==> config.mk <==
export PLATFORM = sky130hd
export DESIGN_NAME = kmce_div
export DESIGN_NICKNAME = d
export VERILOG_FILES = /design/src/rtl/kmeans_cluster_engine_top_defines.svh /design/src/rtl/kmce_pkg.sv /design/src/rtl/kmce_div.sv
export SDC_FILE = /design/constraint.sdc
export NUM_CORES = 1
export LEC_CHECK = 0
export ABC_AREA = 1
export BUFFER_PORTS_ARGS = -buffer_cell sky130_fd_sc_hd__buf_2
export CAP_MARGIN = 20
export CORE_MARGIN = 5
export CORE_UTILIZATION = 56
export DETAILED_ROUTE_END_ITERATION = 12
export GPL_TIMING_DRIVEN = 0
export PLACE_DENSITY = 0.75
export REMOVE_ABC_BUFFERS = 1
export SYNTH_ARGS = -nofsm -noshare
export SYNTH_HDL_FRONTEND = slang
export SYNTH_SLANG_ARGS = --single-unit
==> constraint.sdc <==
create_clock -name clk -period 4.5 [get_ports clk]
set_clock_uncertainty 0.2 [all_clocks]
set_input_delay 0.675 -clock clk [delete_from_list [all_inputs] [get_ports clk]]
set_output_delay 0.675 -clock clk [all_outputs]
set_load 0.03 [all_outputs]
==> src/rtl/kmeans_cluster_engine_top_defines.svh <==
// assertion macros for the k-means cluster engine
// no dependencies; included by the top module, which checks itself
`ifndef KMEANS_CLUSTER_ENGINE_TOP_DEFINES_SVH
`define KMEANS_CLUSTER_ENGINE_TOP_DEFINES_SVH
`ifndef SYNTHESIS
`define KMCE_ASSERT_SAME(lbl, ante, cons) \
  lbl: assert property (@(posedge clk) disable iff (rst) (ante) |-> (cons)) \
    else $error("kmce check failed");
`define KMCE_ASSERT_NEXT(lbl, ante, cons) \
  lbl: assert property (@(posedge clk) disable iff (rst) (ante) |=> (cons)) \
    else $error("kmce check failed");
`else
`define KMCE_ASSERT_SAME(lbl, ante, cons)
`define KMCE_ASSERT_NEXT(lbl, ante, cons)
`endif
`endif

==> src/rtl/kmce_pkg.sv <==
// shared types and constants of the k-means cluster engine
// no dependencies
package kmce_pkg;

  localparam int MAX_POINTS_DEF   = 1024;
  localparam int MAX_CLUSTERS_DEF = 16;
  localparam int MAX_DIMS_DEF     = 4;

  localparam int CW       = 16;
  localparam int NDIM     = 4;
  localparam int DIFW     = CW + 1;
  localparam int SQW      = 2 * DIFW;
  localparam int DISTW    = SQW + 2;
  localparam int BEST_W   = 6;
  localparam int CFG_IW   = 3;
  localparam int CFG_DW   = 16;

  localparam logic [1:0] KIND_CLASS  = 2'd0;
  localparam logic [1:0] KIND_CENTER = 2'd1;
  localparam logic [1:0] KIND_ERROR  = 2'd2;

  localparam logic [CFG_IW-1:0] CFG_CLUSTERS = 3'd0;
  localparam logic [CFG_IW-1:0] CFG_ITER     = 3'd1;
  localparam logic [CFG_IW-1:0] CFG_DIMS     = 3'd2;
  localparam logic [CFG_IW-1:0] CFG_CONV     = 3'd3;

  typedef logic signed [NDIM-1:0][CW-1:0] point_t;

  typedef struct packed {
    logic              done;
    logic [BEST_W-1:0] best;
  } near_stat_t;

  typedef enum logic [4:0] {
    S_IDLE, S_CLS_WAIT, S_CLS_OUT, S_TRAIN, S_ERR_OUT, S_INIT_RD, S_INIT_WR,
    S_ROUND, S_PT_RD, S_PT_LAT, S_PT_NEAR, S_DIV, S_DIV_WAIT, S_CHG, S_ACC,
    S_CHECK, S_EMIT
  } state_t;

endpackage

==> src/rtl/kmce_div.sv <==
// restoring divider for centroid means, one quotient bit per cycle
// depends on kmce_pkg; quotient truncates toward zero
module kmce_div #(
  parameter int SUMW = 26,
  parameter int CNTW = 11
) (
  input  logic                       clk,
  input  logic                       rst,
  input  logic                       start,
  input  logic signed [SUMW-1:0]     dividend,
  input  logic [CNTW-1:0]            divisor,
  output logic                       done,
  output logic signed [kmce_pkg::CW-1:0] quot
);

  localparam int NW = $clog2(SUMW + 1);

  logic            busy;
  logic [NW-1:0]   cnt;
  logic [CNTW-1:0] rem, dv;
  logic [SUMW-1:0] q;
  logic            neg;
  logic [CNTW:0]   rem_sh;
  logic            ge;

  assign rem_sh = {rem, q[SUMW-1]};
  assign ge     = rem_sh >= {1'b0, dv};

  always_ff @(posedge clk) begin
    if (rst) begin
      busy <= 1'b0;
      done <= 1'b0;
    end else begin
      done <= 1'b0;
      if (start) begin
        busy <= 1'b1;
        cnt  <= NW'(SUMW);
        rem  <= '0;
        dv   <= divisor;
        neg  <= dividend[SUMW-1];
        q    <= dividend[SUMW-1] ? SUMW'(-dividend) : SUMW'(dividend);
      end else if (busy) begin
        rem <= ge ? CNTW'(rem_sh - {1'b0, dv}) : rem_sh[CNTW-1:0];
        q   <= {q[SUMW-2:0], ge};
        cnt <= cnt - 1'b1;
        if (cnt == NW'(1)) begin
          busy <= 1'b0;
          done <= 1'b1;
        end
      end
    end
  end

  assign quot = neg ? -$signed(q[kmce_pkg::CW-1:0]) : $signed(q[kmce_pkg::CW-1:0]);

endmodule

==> flow_summary.toml <==
[cells_and_area]
antenna-diode-count = 0
fillers = 657
syn2layout_area_growth_pct = 13.0
postLayoutCellArea_um2 = 4590
final_nets = 656
final_layout_size_suffix_gt1_frac = 0.146

[die]
rows = 31
io_pins = 57
die_area_um2 = 9060
coreArea_um2 = 7180
fp.dieH_um = 95.2
die_x_um = 95.2
start_util = 0.567

[drt]
wl_um = 8940
post_drt_wl_per_cell_um = 12.8
dr.pass1.iters = 5
drt_iter0_markers = 157
vias = 3618
avgViaCountPerCell = 5.17
antenna_left = 0
drc = 0

[logic_synthesis]
ys_top_cells_by_area = "edfxtp_1 40%, nand2_1 14%, inv_1 7.9%"
avgSynthCellArea_um2 = 7.45
yosys_warnings = 0
synth_mux_area_frac = 0
synth_top_family_by_area = "simple AND/OR/NAND/NOR gates"
synth_area_um2 = 4070
synth_xor_area_frac = 0.0539
synth_cell_types = 36
synth-compound-area-share = 0.0674
synth.top_cell.area_share = 0.399
synth_top_area_cell = "edfxtp_1"
synth_cells = 546
synth_adder_area_share = 0.0511
ys_ff_latch = 56
synth.yosys.seq_area_share = 0.409
yosys.area_share.simple = 0.323

[setup_path]
r2r_start = "dv[0]"
critPathRequiredTime_ns = 3.62
start_kind = "flip-flop"
crit_path_top_delay_cell = "edfxtp_1"
path_max_fanout = 3
worstSetupEndpointType = "output pin"
setup.worst_path.start = "q[0]"
cpPeakStageDelay_ns = 0.42
crit_chain = "inv_1 -> ha_1 -> nand4_1 -> nor2_1 -> nand3_1 -> nand2_1 -> xor2_1 -> buf_2"
crit_type = "flip-flop to output pin"
critical_path_arrival_ns = 2.13

[grt]
antenna_found_initial = 0
grt_max_degree = 36
grt_usage = 0.217
grt_pass1_vias = 3566
grt_pass1_wl_um = 15700
grt_overflow_total = 0

[placement]
place_hpwl_um = 6930
portBuffers = 56
gp_congestion = 0.932
placed_area_um2 = 4480
place_ws_ns = 1.42

[timing]
fin_tns_setup_ns = 0
min_period_ns = 3.00
slew_violations = 0
fmax_ghz = 0.333
max_slew_margin = 0.630
worst_slack_ns = 1.50
min_period_over_period = 0.667
rsz0062_at_grt = "false"
worst_pin_slew_ns = 0.553
setup_viol_count_final = 0
finalHoldViolations = 0
whs_ns = 0.321

[clocking]
clock-sinks = 56
clock_latency_ns = 0.31
cts_buffers = 5
cts_setup_buffers = 0
root_buffer = "clkbuf_8"
post_cts_resized = 0
htreeDepth = 2
path_clk_slew_ns = 0.11
hold_buffers = 0
cts_tree = "built"
clk_path_buf_depth = 2

[power]
power_mw = 1.39
power_leakage_nw = 2.24
ir_worst_vdd_uv = 149
cellPowerDensity_nw_per_um2 = 303

[flow_run]
max_cap_viol_count = 0

[outcome]
outcome = "complete, no violations"

[hold_path]
hp-class = "flip-flop to flip-flop"
min-delay-start = "busy"
## cells by family after synthesis
family / after synthesis
compound gates: 50
xor+xnor: 25
buf+inv: 101
simple gates: 298
flops: 56
fa+ha+maj: 16
## state kept, by name, summed over array words and instances, names as in the netlist
name / flops
q: 26
dv: 11
rem: 11
cnt: 5
busy: 1
done: 1
neg: 1
## final timing paths
check	endpoint	slack, ns	depth (start not counted)
min reg2reg	done	0.32	2
min	done	0.32	2
max reg2reg	rem[1]	1.89	10
max	quot[10]	1.50	8
## report_power, final
part	internal [mW]	total, mW	leakage (nW)	switching, mW
logic	0.140	0.410	1.65	0.271
clock network	0.168	0.341	0.0548	0.173
registers	0.622	0.643	0.532	0.0206
## cells in the mapped netlist (all sizes together)
library cell  count
clkinv            1
nor4              1
nand4            18
a21oi            13
nand3            55
o31ai             1
a31oi             1
o22ai             1
dfxtp             2
inv              88
buf               5
edfxtp           54
o21ai            31
nand3b            2
ha               15
or2               1
clkbuf            7
nor3              2
o21bai            2
xor2             21
a21o              1
xnor2             4
fa                1
nor2             65
nand2           154
## critical path: cells and delay by family, from the launching register on
kind	cells	cell delay [ns]
buf+inv	2	0.37
xor+xnor	1	0.24
fa+ha+maj	1	0.21
simple gates	4	0.57
flops	1	0.42
## through the flow
| step | instances | util |
|---|---|---|
| 2_1_floorplan | 534 | - |
| 3_3_place_gp | 689 | 0.616 |
| 3_5_place_dp | 692 | 0.624 |
| 4_1_cts | 700 | 0.640 |
| 5_1_grt | 700 | 0.640 |
| 6_report | 700 | 0.640 |
## metal layers
metal	wire, µm	share of wire	up-vias	GRT usage
met4	127	0.014	0	0.0589
li1	-	-	1873	-
met3	404	0.045	12	0.0363
met1	4070	0.46	1662	0.278
met2	4340	0.48	71	0.378
met5	0	0	-	0
## cell usage in the layout, fill, tap and decap left out, types with 4 or more instances in the layout
cell,count
nand2_1,150
nand4_1,18
xor2_1,21
nor2_1,57
nor2_2,8
a21oi_1,11
edfxtp_1,54
inv_1,86
o21ai_0,30
ha_1,15
nand2_2,4
nand3_1,52
xnor2_1,4
clkbuf_8,5
buf_2,56
## final cells by class
| type | instances | area (µm²) | share of cell area |
|---|---|---|---|
| clock buffer | 5 | 68.8 | 0.0150 |
| clock inverter | 3 | 46.3 | 0.0101 |
| inverter | 89 | 339 | 0.0738 |
| multi-input combinational | 389 | 2020 | 0.440 |
| sequential | 56 | 1660 | 0.362 |
| tap | 99 | 124 | 0.0270 |
| timing repair buffer | 59 | 332 | 0.0722 |
(Power assumes the default switching activity.)
