===== config.mk =====
export PLATFORM = sky130hd
export DESIGN_NAME = kmce_near
export DESIGN_NICKNAME = d
export VERILOG_FILES = /design/src/rtl/kmeans_cluster_engine_top_defines.svh /design/src/rtl/kmce_pkg.sv /design/src/rtl/kmce_near.sv
export SDC_FILE = /design/constraint.sdc
export NUM_CORES = 2
export LEC_CHECK = 0
export ABC_AREA = 1
export ABC_CLOCK_PERIOD_IN_PS = 5700
export BUFFER_PORTS_ARGS = -buffer_cell sky130_fd_sc_hd__buf_4
export CORE_ASPECT_RATIO = 1.25
export CORE_MARGIN = 5
export CORE_UTILIZATION = 37
export DETAILED_ROUTE_END_ITERATION = 10
export SYNTH_ARGS = -nofsm -noshare
export SYNTH_HDL_FRONTEND = slang
export SYNTH_SLANG_ARGS = --single-unit

===== constraint.sdc =====
create_clock -name clk -period 5.7 [get_ports clk]
set_input_delay 1.14 -clock clk [delete_from_list [all_inputs] [get_ports clk]]
set_output_delay 1.14 -clock clk [all_outputs]
set_load 0.05 [all_outputs]

===== src/rtl/kmeans_cluster_engine_top_defines.svh =====
// assertion macros for the k-means cluster engine
// no dependencies; included by the top module, which checks itself
`ifndef KMEANS_CLUSTER_ENGINE_TOP_DEFINES_SVH
`define KMEANS_CLUSTER_ENGINE_TOP_DEFINES_SVH
`ifndef SYNTHESIS
`define KMCE_ASSERT_SAME(lbl, ante, cons) \
  lbl: assert property (@(posedge clk) disable iff (rst) (ante) |-> (cons)) \
    else $error("kmce check failed");
`define KMCE_ASSERT_NEXT(lbl, ante, cons) \
  lbl: assert property (@(posedge clk) disable iff (rst) (ante) |=> (cons)) \
    else $error("kmce check failed");
`else
`define KMCE_ASSERT_SAME(lbl, ante, cons)
`define KMCE_ASSERT_NEXT(lbl, ante, cons)
`endif
`endif


===== src/rtl/kmce_pkg.sv =====
// shared types and constants of the k-means cluster engine
// no dependencies
package kmce_pkg;

  localparam int MAX_POINTS_DEF   = 1024;
  localparam int MAX_CLUSTERS_DEF = 16;
  localparam int MAX_DIMS_DEF     = 4;

  localparam int CW       = 16;
  localparam int NDIM     = 4;
  localparam int DIFW     = CW + 1;
  localparam int SQW      = 2 * DIFW;
  localparam int DISTW    = SQW + 2;
  localparam int BEST_W   = 6;
  localparam int CFG_IW   = 3;
  localparam int CFG_DW   = 16;

  localparam logic [1:0] KIND_CLASS  = 2'd0;
  localparam logic [1:0] KIND_CENTER = 2'd1;
  localparam logic [1:0] KIND_ERROR  = 2'd2;

  localparam logic [CFG_IW-1:0] CFG_CLUSTERS = 3'd0;
  localparam logic [CFG_IW-1:0] CFG_ITER     = 3'd1;
  localparam logic [CFG_IW-1:0] CFG_DIMS     = 3'd2;
  localparam logic [CFG_IW-1:0] CFG_CONV     = 3'd3;

  typedef logic signed [NDIM-1:0][CW-1:0] point_t;

  typedef struct packed {
    logic              done;
    logic [BEST_W-1:0] best;
  } near_stat_t;

  typedef enum logic [4:0] {
    S_IDLE, S_CLS_WAIT, S_CLS_OUT, S_TRAIN, S_ERR_OUT, S_INIT_RD, S_INIT_WR,
    S_ROUND, S_PT_RD, S_PT_LAT, S_PT_NEAR, S_DIV, S_DIV_WAIT, S_CHG, S_ACC,
    S_CHECK, S_EMIT
  } state_t;

endpackage


===== src/rtl/kmce_near.sv =====
// nearest centroid search, one centroid issued per cycle, three stages
// depends on kmce_pkg
module kmce_near #(
  parameter int MAX_CLUSTERS = kmce_pkg::MAX_CLUSTERS_DEF,
  parameter int KW           = $clog2(MAX_CLUSTERS)
) (
  input  logic                  clk,
  input  logic                  rst,
  input  logic                  start,
  input  kmce_pkg::point_t      point,
  input  logic [KW:0]           k_eff,
  input  logic [2:0]            d_eff,
  input  kmce_pkg::point_t      cent,
  output logic [KW-1:0]         idx_rd,
  output kmce_pkg::near_stat_t  stat
);

  logic                                busy;
  logic [KW:0]                         idx;
  kmce_pkg::point_t                    pt;
  logic                                v1, v2;
  logic [KW-1:0]                       tag1, tag2;
  logic signed [kmce_pkg::DIFW-1:0]    diff1 [kmce_pkg::NDIM];
  logic [kmce_pkg::SQW-1:0]            sq2   [kmce_pkg::NDIM];
  logic [kmce_pkg::DISTW-1:0]          dsum, bestd;
  logic [KW-1:0]                       best;
  logic                                done;
  logic                                issue;

  assign issue  = busy && (idx < k_eff);
  assign idx_rd = idx[KW-1:0];

  always_comb begin
    dsum = '0;
    for (int j = 0; j < kmce_pkg::NDIM; j++) begin
      dsum = dsum + kmce_pkg::DISTW'(sq2[j]);
    end
  end

  always_ff @(posedge clk) begin
    if (rst) begin
      busy <= 1'b0;
      idx  <= '0;
      v1   <= 1'b0;
      v2   <= 1'b0;
      done <= 1'b0;
    end else begin
      if (start) begin
        busy <= 1'b1;
        idx  <= '0;
        pt   <= point;
      end else if (issue) begin
        idx <= idx + 1'b1;
        if (idx + 1'b1 == k_eff) begin
          busy <= 1'b0;
        end
      end
      v1   <= issue;
      tag1 <= idx[KW-1:0];
      for (int j = 0; j < kmce_pkg::NDIM; j++) begin
        if (3'(j) < d_eff) begin
          diff1[j] <= kmce_pkg::DIFW'($signed(pt[j])) - kmce_pkg::DIFW'($signed(cent[j]));
        end else begin
          diff1[j] <= '0;
        end
      end
      v2   <= v1;
      tag2 <= tag1;
      for (int j = 0; j < kmce_pkg::NDIM; j++) begin
        sq2[j] <= diff1[j] * diff1[j];
      end
      done <= v2 && ((KW + 1)'(tag2) + 1'b1 == k_eff);
      if (v2 && (tag2 == '0 || dsum < bestd)) begin
        best  <= tag2;
        bestd <= dsum;
      end
    end
  end

  assign stat.done = done;
  assign stat.best = kmce_pkg::BEST_W'(best);

endmodule


==> flow_metrics.tcl <==
set metrics [dict create \
    status "finished clean" \
    path_class "reg -> reg" \
    antenna_found_initial 1 \
    hold_class "reg -> reg" \
    slowest_stage "fa_2" \
    synth-seq-cells 321 \
    startpoint_type "register" \
    cp.required_ps 6080 \
    maxSlewHeadroom_pct 22.6 \
    min-delay-start "v1$_SDFF_PP0_" \
    stdcell_area_um2 72400 \
    path_buf_inv 8 \
    routedWlPerCell_um 16.0 \
    grt.overflow.total 0 \
    synth_cell_types 48 \
    tightest_slew_ps 1160 \
    clock_skew_ps 42.2 \
    final_cell_mix "inv_1 (2,139), nand2_1 (1,333), fa_1 (1,131)" \
    syn_inst 7230 \
    worstReg2RegStart "diff1[3][11]$_SDFFCE_PP0P_" \
    die_w_um 373 \
    io_buffer_count 147 \
    rsz0062_at_grt "yes" \
    critPathMostFrequentCell "fa_1" \
    crit_chain "buf_4 > buf_2 > nand2_1 > inv_1 > fa_1 > inv_1 > fa_1 > fa_1 > fa_2 > fa_1 > fa_1 > inv_1 > ha_4 > a21oi_1 > nand2_1 > inv_1 > buf_4 > nand2_1 > buf_4 > xor2_2" \
    placed_cell_area_um2 68100 \
    yosys-top-cells-area "fa_1 (38%), edfxtp_1 (15%), inv_1 (13%)" \
    start_util_pct 37.2 \
    drt_first_iter_violations 2049 \
    maxSlewViolCount 0 \
    fin_nets 9631 \
    r2r_cells 20 \
    mostFrequentLayoutCell "inv_1" \
    wl_mm 161 \
    postRouteAntennaNets 0 \
    async_flop_share_pct 0 \
    core-area_um2 164000 \
    period_needed_ps 5580 \
    place_ws_ps -225 \
    syn_area_um2 61000 \
    ios 150 \
    cts-root-buf "clkbuf_16" \
    crit_cells 20 \
    firstDrtPassIters 8 \
    hold_buffers 0 \
    final_util_pct 44.2 \
    cts_buffer_depth 3 \
    fmax_ghz 0.179 \
    synth_edf_count 295 \
    yosys.area.top_type_share_pct 38.1 \
    cts_made_buffers 41 \
    yosysWarnings 0 \
    grt_pass1_wl_mm 263 \
    viasPerCell 4.65 \
    path_delay_family "adder cells" \
    htree_levels 2 \
    drcViolationCount 0 \
    r2r_end "sq2[3][16]$_DFFE_PN_" \
    path_clk_slew_ps 60 \
    cts_tree "yes" \
    max_stage_delay_ps 590 \
    avgSynthCellArea_um2 8.44 \
    die_h_um 464 \
    hold_viol 0 \
    crit_path_max_fanout 5 \
    worstSetupEndpointType "register" \
    die-area_um2 173000 \
    gp_congestion 0.930 \
    setup_tns_ps 0 \
    grt_max_degree 82 \
    crit_start "diff1[3][11]$_SDFFCE_PP0P_" \
    setup_viol 0 \
    dr_total_vias 46800 \
    clk_latency_ps 650 \
    worstSetupEndpoint "sq2[3][16]$_DFFE_PN_" \
    drive_above_1_share_pct 16.6 \
    yosys_most_used_dff "edfxtp_1" \
    synthToLayoutAreaGrowth_pct 18.7 \
    arrival_ps 5960 \
    max_cap_viol_count 0 \
    grt_pass1_vias 50600 \
    finalCritPeriodShare_pct 97.9 \
    num_rows 166 \
    dpl.hpwl_mm 140 \
    r2r_slack_ps 120 \
    numClockSinks 321 \
    setup_slack_ps 122 \
    yosys.area.top_type "fa_1" \
    track_usage_pct 18.7 \
    ys_seq_area_share_pct 15.4 \
]
cells by family (layout without fill, tap and decap cells):
group / Yosys count / count (layout) / share of synthesized area [%]
xor gates and xnor gates: 142 / 142 / 2.04
and+or+nand+nor: 2204 / 2204 / 15.0
DFF: 321 / 321 / 15.4
adders and majority gates: 1648 / 1648 / 48.1
AOI/OAI and AO/OA: 550 / 550 / 4.90
other: 2 / 6 / 0.0123
buffers and inverters: 2363 / 3007 / 14.6
state kept, by name, indices dropped and copies added, names as in the netlist:
name	count
busy	1
sq2	132
idx	5
tag2	4
pt	64
v2	1
tag1	4
done	1
bestd	36
v1	1
diff1	68
best	4
metal layers:
| layer | up-vias | GRT usage (%) | share of wire, % |
|---|---|---|---|
| li1 | 22500 | - | - |
| met4 | 0 | 4.70 | 2.6 |
| met2 | 876 | 35.2 | 53 |
| met3 | 200 | 1.72 | 3.3 |
| met5 | - | 0 | 0 |
| met1 | 23200 | 22.8 | 41 |
per-stage QoR:
| stage | hold slack (ps) | std cells |
|---|---|---|
| 2_1_floorplan | 388 | 7233 |
| 3_3_place_gp | 394 | 9890 |
| 3_5_place_dp | 398 | 9890 |
| 4_1_cts | 405 | 9990 |
| 5_1_grt | 425 | 10100 |
| 6_report | 403 | 10100 |
cell type report:
cell class / instances / area (um2)
timing repair buffer: 725 / 5880
sequential: 321 / 9400
fill: 16200 / 91400
inverter: 2206 / 8290
clock inverter: 26 / 334
clock buffer: 50 / 1110
tap: 2184 / 2730
multi-input combinational: 4549 / 44700
antenna: 1 / 2.50
worst register-to-register path, stage by stage, from the launching register on:
cell,delay [ps]
edfxtp_1,410
buf_4,160
buf_2,170
nand2_1,100
inv_1,60
fa_1,530
inv_1,50
fa_1,560
fa_1,450
fa_2,590
fa_1,450
fa_1,570
inv_1,90
ha_4,250
a21oi_1,200
nand2_1,110
inv_1,90
buf_4,100
nand2_1,90
buf_4,150
xor2_2,160
cell usage after synthesis (all sizes together) (12+ instances only):
cell type and count:
o21ai 166, nand2 1461, ha 487, a21o 28
edfxtp 295, inv 2205, or2 27, nand3b 12
nand3 249, buf 15, nor3 39, xor2 104
xnor2 38, o21bai 24, o21a 16, dfxtp 26
nor2 333, a21oi 301, nand4 68, fa 1161
clkbuf 142
timing repair:
action                     4_1_cts  5_1_grt
buffers inserted                24       72
setup endpoints to repair       40       81
resized for setup               68      523
pin swaps                        4      170
gates cloned                     0        3
worst min-delay path by stage:
stage | end | slack (ps) | cells past startpoint
finish | v2$_SDFF_PP0_ | 400 | 2
detailed placement | v2$_SDFF_PP0_ | 400 | 2
global placement | v2$_SDFF_PP0_ | 390 | 2
floorplan | v2$_SDFF_PP0_ | 390 | 2
global route | tag2[3]$_DFFE_PN_ | 420 | 0
CTS | v2$_SDFF_PP0_ | 410 | 2
Power is not shown: default switching activity piles up to over one toggle a cycle in this logic, so the estimate is an artifact.
